**config.mk**
```make
export PLATFORM = sky130hd
export DESIGN_NAME = rle_cost_estimator
export DESIGN_NICKNAME = d
export VERILOG_FILES = /design/src/design/rce_pkg.sv /design/src/design/rce_front.sv /design/src/design/rce_fifo.sv /design/src/design/rce_back.sv /design/src/design/rle_cost_estimator.sv
export SDC_FILE = /design/constraint.sdc
export NUM_CORES = 1
export LEC_CHECK = 0
export ABC_AREA = 1
export BUFFER_PORTS_ARGS = -buffer_cell sky130_fd_sc_hd__buf_2
export CAP_MARGIN = 30
export CORE_UTILIZATION = 56
export CTS_CLUSTER_DIAMETER = 200
export DETAILED_ROUTE_END_ITERATION = 6
export PLACE_DENSITY = 0.74
export SLEW_MARGIN = 20
export SYNTH_ARGS = -nofsm -noshare
export SYNTH_HDL_FRONTEND = slang
export SYNTH_HIERARCHICAL = 1
export SYNTH_SLANG_ARGS = --single-unit
export TNS_END_PERCENT = 30
```
**constraint.sdc**
```tcl
create_clock -name clk -period 6.7 [get_ports clk]
set_input_delay 0.67 -clock clk [delete_from_list [all_inputs] [get_ports clk]]
set_output_delay 0.67 -clock clk [all_outputs]
set_load 0.02 [all_outputs]
```
**src/design/rce_pkg.sv**
```systemverilog
// Shared types, constants and helper functions for the RLE cost estimator.
// Used by rce_front, rce_fifo, rce_back and rle_cost_estimator; depends on nothing.
package rce_pkg;

    localparam int RUN_MAX    = 127;
    localparam int FIFO_DEPTH = 4;
    localparam int FIFO_AW    = $clog2(FIFO_DEPTH);
    localparam int FIFO_CW    = $clog2(FIFO_DEPTH + 1);

    localparam logic [6:0] THRESH_RESET = 7'd2;

    // Cost terms: clocks 13 bits, enough for any single close or flush; sizes 8 bits.
    localparam logic [12:0] RPT_BASE_CLKS   = 13'd47;
    localparam logic [12:0] RPT_PER_CLKS    = 13'd13;
    localparam logic [12:0] LIT_BASE_CLKS   = 13'd46;
    localparam logic [12:0] LIT_PER_CLKS    = 13'd18;
    localparam logic [12:0] FULL_CHUNK_CLKS = 13'd2350;
    localparam logic [7:0]  FULL_CHUNK_SIZE = 8'd129;
    localparam logic [7:0]  RPT_SIZE        = 8'd2;

    // One classified item: the run it closed (if any) and, on the last byte,
    // the length of the run still open at the end of the stream.
    typedef struct packed {
        logic       close_vld;
        logic [6:0] close_len;
        logic       last;
        logic [6:0] final_len;
    } rce_evt_t;

    function automatic logic [15:0] sat_add16(input logic [15:0] a, input logic [7:0] d);
        logic [16:0] s;
        s = {1'b0, a} + {9'd0, d};
        return s[16] ? 16'hFFFF : s[15:0];
    endfunction

    function automatic logic [20:0] sat_add21(input logic [20:0] a, input logic [12:0] d);
        logic [21:0] s;
        s = {1'b0, a} + {9'd0, d};
        return s[21] ? 21'h1FFFFF : s[20:0];
    endfunction

endpackage

```
**src/design/rce_front.sv**
```systemverilog
// Front end: accepts bytes, tracks the open run and classifies each item.
// Depends on rce_pkg.
module rce_front (
    input  logic              clk,
    input  logic              rst_n,
    input  logic              in_valid,
    output logic              in_ready,
    input  logic [7:0]        data_byte,
    input  logic              last_byte,
    input  logic              fifo_full,
    output logic              push,
    output rce_pkg::rce_evt_t evt
);
    import rce_pkg::*;

    logic [7:0] run_value_reg;
    logic [7:0] run_value_next;
    logic [6:0] run_length_reg;
    logic [6:0] run_length_next;
    logic       extend;
    logic [6:0] new_len;

    assign in_ready = !fifo_full;
    assign push     = in_valid && !fifo_full;

    always_comb
    begin
        extend = (run_length_reg != 7'd0) && (data_byte == run_value_reg)
                 && (run_length_reg < 7'(RUN_MAX));
        new_len = extend ? (run_length_reg + 7'd1) : 7'd1;

        evt.close_vld = !extend && (run_length_reg != 7'd0);
        evt.close_len = run_length_reg;
        evt.last      = last_byte;
        evt.final_len = new_len;

        run_value_next  = run_value_reg;
        run_length_next = run_length_reg;
        if (push)
        begin
            if (last_byte)
            begin
                run_value_next  = 8'd0;
                run_length_next = 7'd0;
            end
            else
            begin
                run_value_next  = data_byte;
                run_length_next = new_len;
            end
        end
    end

    always_ff @(posedge clk or negedge rst_n)
    begin
        if (!rst_n)
        begin
            run_value_reg  <= 8'd0;
            run_length_reg <= 7'd0;
        end
        else
        begin
            run_value_reg  <= run_value_next;
            run_length_reg <= run_length_next;
        end
    end

endmodule

```
**src/design/rce_fifo.sv**
```systemverilog
// Short queue of classified items between the front and back ends.
// Depends on rce_pkg.
module rce_fifo (
    input  logic              clk,
    input  logic              rst_n,
    input  logic              push,
    input  rce_pkg::rce_evt_t push_data,
    output logic              full,
    input  logic              pop,
    output rce_pkg::rce_evt_t pop_data,
    output logic              not_empty
);
    import rce_pkg::*;

    rce_evt_t             mem_reg [FIFO_DEPTH];
    logic [FIFO_AW-1:0]   wr_ptr_reg;
    logic [FIFO_AW-1:0]   wr_ptr_next;
    logic [FIFO_AW-1:0]   rd_ptr_reg;
    logic [FIFO_AW-1:0]   rd_ptr_next;
    logic [FIFO_CW-1:0]   count_reg;
    logic [FIFO_CW-1:0]   count_next;

    assign full      = (count_reg == FIFO_CW'(FIFO_DEPTH));
    assign not_empty = (count_reg != '0);
    assign pop_data  = mem_reg[rd_ptr_reg];

    always_comb
    begin
        wr_ptr_next = push ? (wr_ptr_reg + FIFO_AW'(1)) : wr_ptr_reg;
        rd_ptr_next = pop ? (rd_ptr_reg + FIFO_AW'(1)) : rd_ptr_reg;
        count_next  = count_reg;
        if (push && !pop)
        begin
            count_next = count_reg + FIFO_CW'(1);
        end
        else if (pop && !push)
        begin
            count_next = count_reg - FIFO_CW'(1);
        end
    end

    always_ff @(posedge clk or negedge rst_n)
    begin
        if (!rst_n)
        begin
            wr_ptr_reg <= '0;
            rd_ptr_reg <= '0;
            count_reg  <= '0;
        end
        else
        begin
            wr_ptr_reg <= wr_ptr_next;
            rd_ptr_reg <= rd_ptr_next;
            count_reg  <= count_next;
        end
    end

    always_ff @(posedge clk)
    begin
        if (push)
        begin
            mem_reg[wr_ptr_reg] <= push_data;
        end
    end

    a_count_range: assert property (@(posedge clk) disable iff (!rst_n)
        count_reg <= FIFO_CW'(FIFO_DEPTH))
        else $error("queue count beyond depth");

    a_no_push_full: assert property (@(posedge clk) disable iff (!rst_n)
        push |-> !full)
        else $error("push into a full queue");

    a_no_pop_empty: assert property (@(posedge clk) disable iff (!rst_n)
        pop |-> not_empty)
        else $error("pop from an empty queue");

endmodule

```
**src/design/rce_back.sv**
```systemverilog
// Back end: applies the cost of closed runs and literal chunks to the totals
// and presents the result of each stream in an output register. Depends on rce_pkg.
module rce_back (
    input  logic              clk,
    input  logic              rst_n,
    input  logic [6:0]        run_threshold,
    input  logic              evt_valid,
    input  rce_pkg::rce_evt_t evt,
    output logic              pop,
    output logic              out_valid,
    input  logic              out_ready,
    output logic [15:0]       encoded_size,
    output logic [20:0]       decode_clocks
);
    import rce_pkg::*;

    typedef enum logic [1:0] {
        PH_CLOSE1,
        PH_CLOSE2,
        PH_FINAL
    } phase_t;

    phase_t      phase_reg;
    phase_t      phase_next;
    logic [6:0]  pending_reg;
    logic [6:0]  pending_next;
    logic [15:0] size_total_reg;
    logic [15:0] size_total_next;
    logic [20:0] clock_total_reg;
    logic [20:0] clock_total_next;
    logic        out_valid_reg;
    logic        out_valid_next;
    logic [15:0] encoded_size_reg;
    logic [15:0] encoded_size_next;
    logic [20:0] decode_clocks_reg;
    logic [20:0] decode_clocks_next;

    logic        close_en;
    logic [6:0]  close_len;
    logic        repeat_run;
    logic [7:0]  lit_sum;
    logic [12:0] lit_clks;
    logic [12:0] run_clks;
    logic [7:0]  c_dsize;
    logic [12:0] c_dclk;
    logic [6:0]  c_pend;
    logic [7:0]  f_dsize;
    logic [12:0] f_dclk;

    assign out_valid     = out_valid_reg;
    assign encoded_size  = encoded_size_reg;
    assign decode_clocks = decode_clocks_reg;

    always_comb
    begin
        close_len  = (phase_reg == PH_CLOSE1) ? evt.close_len : evt.final_len;
        close_en   = evt_valid && (((phase_reg == PH_CLOSE1) && evt.close_vld)
                                   || (phase_reg == PH_CLOSE2));
        repeat_run = close_len > run_threshold;
        lit_sum    = {1'b0, pending_reg} + {1'b0, close_len};
        lit_clks   = LIT_BASE_CLKS + LIT_PER_CLKS * {6'd0, pending_reg};
        run_clks   = RPT_BASE_CLKS + RPT_PER_CLKS * {6'd0, close_len};

        // A repeat run first flushes whatever literals are pending.
        if (repeat_run)
        begin
            c_pend = 7'd0;
            if (pending_reg != 7'd0)
            begin
                c_dsize = {1'b0, pending_reg} + 8'd1 + RPT_SIZE;
                c_dclk  = lit_clks + run_clks;
            end
            else
            begin
                c_dsize = RPT_SIZE;
                c_dclk  = run_clks;
            end
        end
        else if (lit_sum[7])
        begin
            c_pend  = lit_sum[6:0];
            c_dsize = FULL_CHUNK_SIZE;
            c_dclk  = FULL_CHUNK_CLKS;
        end
        else
        begin
            c_pend  = lit_sum[6:0];
            c_dsize = 8'd0;
            c_dclk  = 13'd0;
        end

        // End of stream: flush the remaining literals and add the terminator.
        if (pending_reg != 7'd0)
        begin
            f_dsize = {1'b0, pending_reg} + 8'd2;
            f_dclk  = lit_clks;
        end
        else
        begin
            f_dsize = 8'd1;
            f_dclk  = 13'd0;
        end

        phase_next         = phase_reg;
        pending_next       = pending_reg;
        size_total_next    = size_total_reg;
        clock_total_next   = clock_total_reg;
        out_valid_next     = out_valid_reg && !out_ready;
        encoded_size_next  = encoded_size_reg;
        decode_clocks_next = decode_clocks_reg;
        pop                = 1'b0;

        if (close_en)
        begin
            pending_next     = c_pend;
            size_total_next  = sat_add16(size_total_reg, c_dsize);
            clock_total_next = sat_add21(clock_total_reg, c_dclk);
        end

        case (phase_reg)
            PH_CLOSE1:
            begin
                if (evt_valid)
                begin
                    if (evt.last)
                    begin
                        phase_next = PH_CLOSE2;
                    end
                    else
                    begin
                        pop = 1'b1;
                    end
                end
            end
            PH_CLOSE2:
            begin
                phase_next = PH_FINAL;
            end
            PH_FINAL:
            begin
                if (!out_valid_reg || out_ready)
                begin
                    encoded_size_next  = sat_add16(size_total_reg, f_dsize);
                    decode_clocks_next = sat_add21(clock_total_reg, f_dclk);
                    out_valid_next     = 1'b1;
                    pop                = 1'b1;
                    pending_next       = 7'd0;
                    size_total_next    = 16'd0;
                    clock_total_next   = 21'd0;
                    phase_next         = PH_CLOSE1;
                end
            end
            default:
            begin
                phase_next = PH_CLOSE1;
            end
        endcase
    end

    always_ff @(posedge clk or negedge rst_n)
    begin
        if (!rst_n)
        begin
            phase_reg         <= PH_CLOSE1;
            pending_reg       <= 7'd0;
            size_total_reg    <= 16'd0;
            clock_total_reg   <= 21'd0;
            out_valid_reg     <= 1'b0;
            encoded_size_reg  <= 16'd0;
            decode_clocks_reg <= 21'd0;
        end
        else
        begin
            phase_reg         <= phase_next;
            pending_reg       <= pending_next;
            size_total_reg    <= size_total_next;
            clock_total_reg   <= clock_total_next;
            out_valid_reg     <= out_valid_next;
            encoded_size_reg  <= encoded_size_next;
            decode_clocks_reg <= decode_clocks_next;
        end
    end

    a_head_held: assert property (@(posedge clk) disable iff (!rst_n)
        (phase_reg != PH_CLOSE1) |-> evt_valid)
        else $error("queue head lost during end-of-stream sequence");

    a_close2_last: assert property (@(posedge clk) disable iff (!rst_n)
        (phase_reg == PH_CLOSE2) |-> evt.last)
        else $error("second close step on an item that is not last");

    a_stream_cleared: assert property (@(posedge clk) disable iff (!rst_n)
        (pop && evt.last) |=> (size_total_reg == 16'd0) && (pending_reg == 7'd0)
                              && (clock_total_reg == 21'd0) && out_valid_reg)
        else $error("totals not cleared after stream end");

endmodule

```
**src/design/rle_cost_estimator.sv**
```systemverilog
// Top level of the RLE cost estimator: threshold register, front end, queue, back end.
// Depends on rce_pkg, rce_front, rce_fifo and rce_back.
//
//   channel   direction  handshake              payload
//   input     in         in_valid / in_ready    data_byte, last_byte
//   result    out        out_valid / out_ready  encoded_size, decode_clocks
//   config    in         cfg_wr_en              cfg_wr_data (run_threshold)
//
// A byte without the last flag is taken every cycle while the queue is not full.
// A last byte takes the back end through two run closes and the final flush.
// The four-entry queue absorbs those extra steps when last bytes are occasional;
// a long sequence of one-byte streams fills it and then holds the input back.
// Reset clears the open run, pending literals and totals; the threshold resets to 2.
// A stalled result holds the back end only when it reaches its final step.
module rle_cost_estimator (
    input  logic        clk,
    input  logic        rst_n,
    input  logic        in_valid,
    output logic        in_ready,
    input  logic [7:0]  data_byte,
    input  logic        last_byte,
    output logic        out_valid,
    input  logic        out_ready,
    output logic [15:0] encoded_size,
    output logic [20:0] decode_clocks,
    input  logic        cfg_wr_en,
    input  logic [6:0]  cfg_wr_data
);
    import rce_pkg::*;

    logic [6:0] threshold_reg;
    logic [6:0] threshold_next;
    logic       fifo_full;
    logic       push;
    rce_evt_t   push_evt;
    logic       pop;
    rce_evt_t   head_evt;
    logic       head_valid;

    assign threshold_next = cfg_wr_en ? cfg_wr_data : threshold_reg;

    always_ff @(posedge clk or negedge rst_n)
    begin
        if (!rst_n)
        begin
            threshold_reg <= THRESH_RESET;
        end
        else
        begin
            threshold_reg <= threshold_next;
        end
    end

    rce_front u_front (
        .clk       (clk),
        .rst_n     (rst_n),
        .in_valid  (in_valid),
        .in_ready  (in_ready),
        .data_byte (data_byte),
        .last_byte (last_byte),
        .fifo_full (fifo_full),
        .push      (push),
        .evt       (push_evt)
    );

    rce_fifo u_fifo (
        .clk       (clk),
        .rst_n     (rst_n),
        .push      (push),
        .push_data (push_evt),
        .full      (fifo_full),
        .pop       (pop),
        .pop_data  (head_evt),
        .not_empty (head_valid)
    );

    rce_back u_back (
        .clk           (clk),
        .rst_n         (rst_n),
        .run_threshold (threshold_reg),
        .evt_valid     (head_valid),
        .evt           (head_evt),
        .pop           (pop),
        .out_valid     (out_valid),
        .out_ready     (out_ready),
        .encoded_size  (encoded_size),
        .decode_clocks (decode_clocks)
    );

endmodule
```
==> reports/metrics.yaml <==
sta:
  rsz_0062_raised_after_global_routing: "false"
  post_route_worst_hold_slack_ns: 0.266
  slew_viol_final: 0
  setup_slack_ns: 0.471
  tcrit_tclk_final_pct: 93.0
  final-hold-violation-count: 0
  finalSetupViolations: 0
  achievable_freq_mhz: 161
  fin_tns_setup_ns: 0
  max_slew_margin_pct: 47.2
  worst-slew-pin-transition_ns: 0.792
  finalWorstPathRequiredPeriod_ns: 6.23
  skew_ns: 0.0159
worst_setup_path:
  worstPathMaxFanout: 14
  timing.critical_path.slowest_stage_cell: "dfrtp_4"
  critical_path.most_common_cell: "nand2_1"
  worst_ep_required_time_ns: 6.99
  ff2ff_setup_slack_ns: 0.47
  stage_delay_of_the_slowest_cell_on_the_critical_path_ns: 0.57
  worst-endpoint-arrival_ns: 6.52
  worst-setup-path-type: "flip-flop to flip-flop"
  timing.critical_path.to_type: "flip-flop"
  cp_startpoint_kind: "flip-flop"
synthesis:
  synth-edff-count: 64
  yosys.cell_types.count: 55
  post_synth_inst_count: 1820
  yosysWarnings: 6
  postSynthRegisterBits: 177
  postSynthAreaPerCell_um2: 7.56
  netlist_area_um2: 13800
  syn_nets: 1967
  synth_top_flop_cell: "dfrtp_1"
  ys_seq_area_share_pct: 34.5
  asyncSetResetFlopFracSynth_pct: 63.8
final_layout:
  mostFrequentLayoutCell: "nand2_1"
  fill_cells: 2121
  layout.cells.most_common_list: "nand2_1 (496), inv_1 (288), nor2_1 (162)"
  final_nets: 2036
  layout-drive-gt1-share_pct: 13.4
  area_growth_pct: 9.08
  diodes: 0
  largest_register_ff_count: 64
  fin_util_pct: 61.9
detailed_routing:
  drt-met1-wl_um: 15100
  routed_wirelength_um: 32600
  routed-wl-met3_um: 1490
  vias_per_cell: 5.29
  ant_nets: 0
  dr.pass1.iters: 5
  wire_per_inst_um: 14.7
  route.met2.wl_um: 15200
  maxUsedRoutingLayer: "met4"
  post-route-drc-count: 0
  via_count: 11800
  dr.first_iter.drc_count: 875
clock_tree:
  cts_tree: "yes"
  clock_sink_count: 177
  cts.hold.buffers_added: 0
  cts.path.max_buffers: 2
  h-tree-depth: 4
  worstSkewPairLatency_ns: 0.44
  cts_buffers: 17
  clock_pin_slew_on_the_worst_setup_and_hold_paths_ns: 0.09
  cts-root-buf: "clkbuf_16"
die:
  initial_utilization_pct: 56.8
  die_y_um: 159
  ports_placed_on_the_boundary: 60
  chipWidth_um: 159
  die_area_um2: 25200
  design.core.area_um2: 24200
  placement_rows: 57
placed_design:
  detailed_place_hpwl_um: 24100
  gp_congestion: 0.962
  place_ws_ns: 0.184
  count_of_buffers_from_port_buffering: 59
run_status:
  result_of_the_run: "complete, no violations"
grt:
  maximum_number_of_pins_on_one_net_before_global_route_repair: 62
  grt_pass1_vias: 11400
  grt_pass1_wl_um: 54500
  antenna_violations_before_repair: 0
  grtUsageTotal_pct: 26.6
  grt.overflow.total: 0
flow_run:
  maxCapViolCount: 0
min_path:
  hold_path.class: "input pin to asynchronous set/reset pin"
critical path: cells and delay by family (launching register included):
kind / cells / cell delay (ns)
adder cells (fa/ha/maj): 6 / 1.96
AO/OA/AOI/OAI: 4 / 0.78
buffers and inverters: 6 / 0.67
XOR/XNOR: 1 / 0.24
AND/OR/NAND/NOR: 23 / 1.82
flip-flops: 1 / 0.57
cells by family (layout without fill, tap and decap cells):
group / count (synthesis) / in the layout / share of synthesized area, %
other: 1 / 1 / 0.0272
buffers and inverters: 343 / 425 / 10.5
XOR/XNOR: 57 / 57 / 3.68
flip-flops: 177 / 177 / 34.5
AND/OR/NAND/NOR: 892 / 892 / 28.5
AO/OA/AOI/OAI: 224 / 224 / 10.7
adder cells (fa/ha/maj): 126 / 126 / 12.1
cell type report:
cell class / count / area (µm²) / area share (%)
multi-input combinational: 1300 / 7580 / 50.5
sequential: 177 / 4750 / 31.7
inverter: 305 / 1150 / 7.66
timing repair buffer: 88 / 532 / 3.54
clock buffer: 17 / 425 / 2.83
tap: 324 / 405 / 2.70
clock inverter: 15 / 164 / 1.09
cell usage after synthesis (all sizes together), types with 16 or more instances:
master  instances  area share (%)
dfrtp         112              20
o21ai          43             1.6
edfxtp         64              14
ha            114              10
or2            16            0.73
xor2           34             2.2
buf            33             2.0
inv           303             8.3
nand3         109             4.3
a21oi         107             4.4
nand4          30             1.4
o211ai         34             2.7
nor2          171             5.1
nor3           23             1.2
nand2         534              15
xnor2          23             1.5
path summary, 6_finish.rpt:
path	from	to	cells after the start
setup reg to reg	u_fifo/rd_ptr_reg[0]	u_back/clock_total_reg[19]	40
max in group asynchronous	rst_n	u_back/clock_total_reg[5]	2
min in group clk	cfg_wr_data[5]	threshold_reg[5]	3
hold reg to reg	threshold_reg[1]	threshold_reg[1]	2
setup / recovery	u_fifo/rd_ptr_reg[0]	u_back/clock_total_reg[19]	40
hold / removal	rst_n	threshold_reg[5]	1
repair_timing:
item                                   in CTS  in global routing
setup endpoints to repair                   0                 21
gates resized for setup                     0                  7
endpoints found under the hold margin       0                  0
setup buffers                               0                 10
metal layers:
layer,up-vias,track usage (%)
li1,5970,-
met1,5412,34.8
met2,325,44.4
met3,71,3.84
met4,0,10.3
met5,-,0
per-stage QoR:
step                instance area, µm²  cells
global placement                 14300   2184
CTS                              14900   2216
floorplan                        13800   1820
global route                     15000   2226
detailed placement               14300   2184
finish                           15000   2226
Power is left out: the tool's default activity adds up to more than one toggle a clock period on the data nets, which glitch-free logic cannot reach.
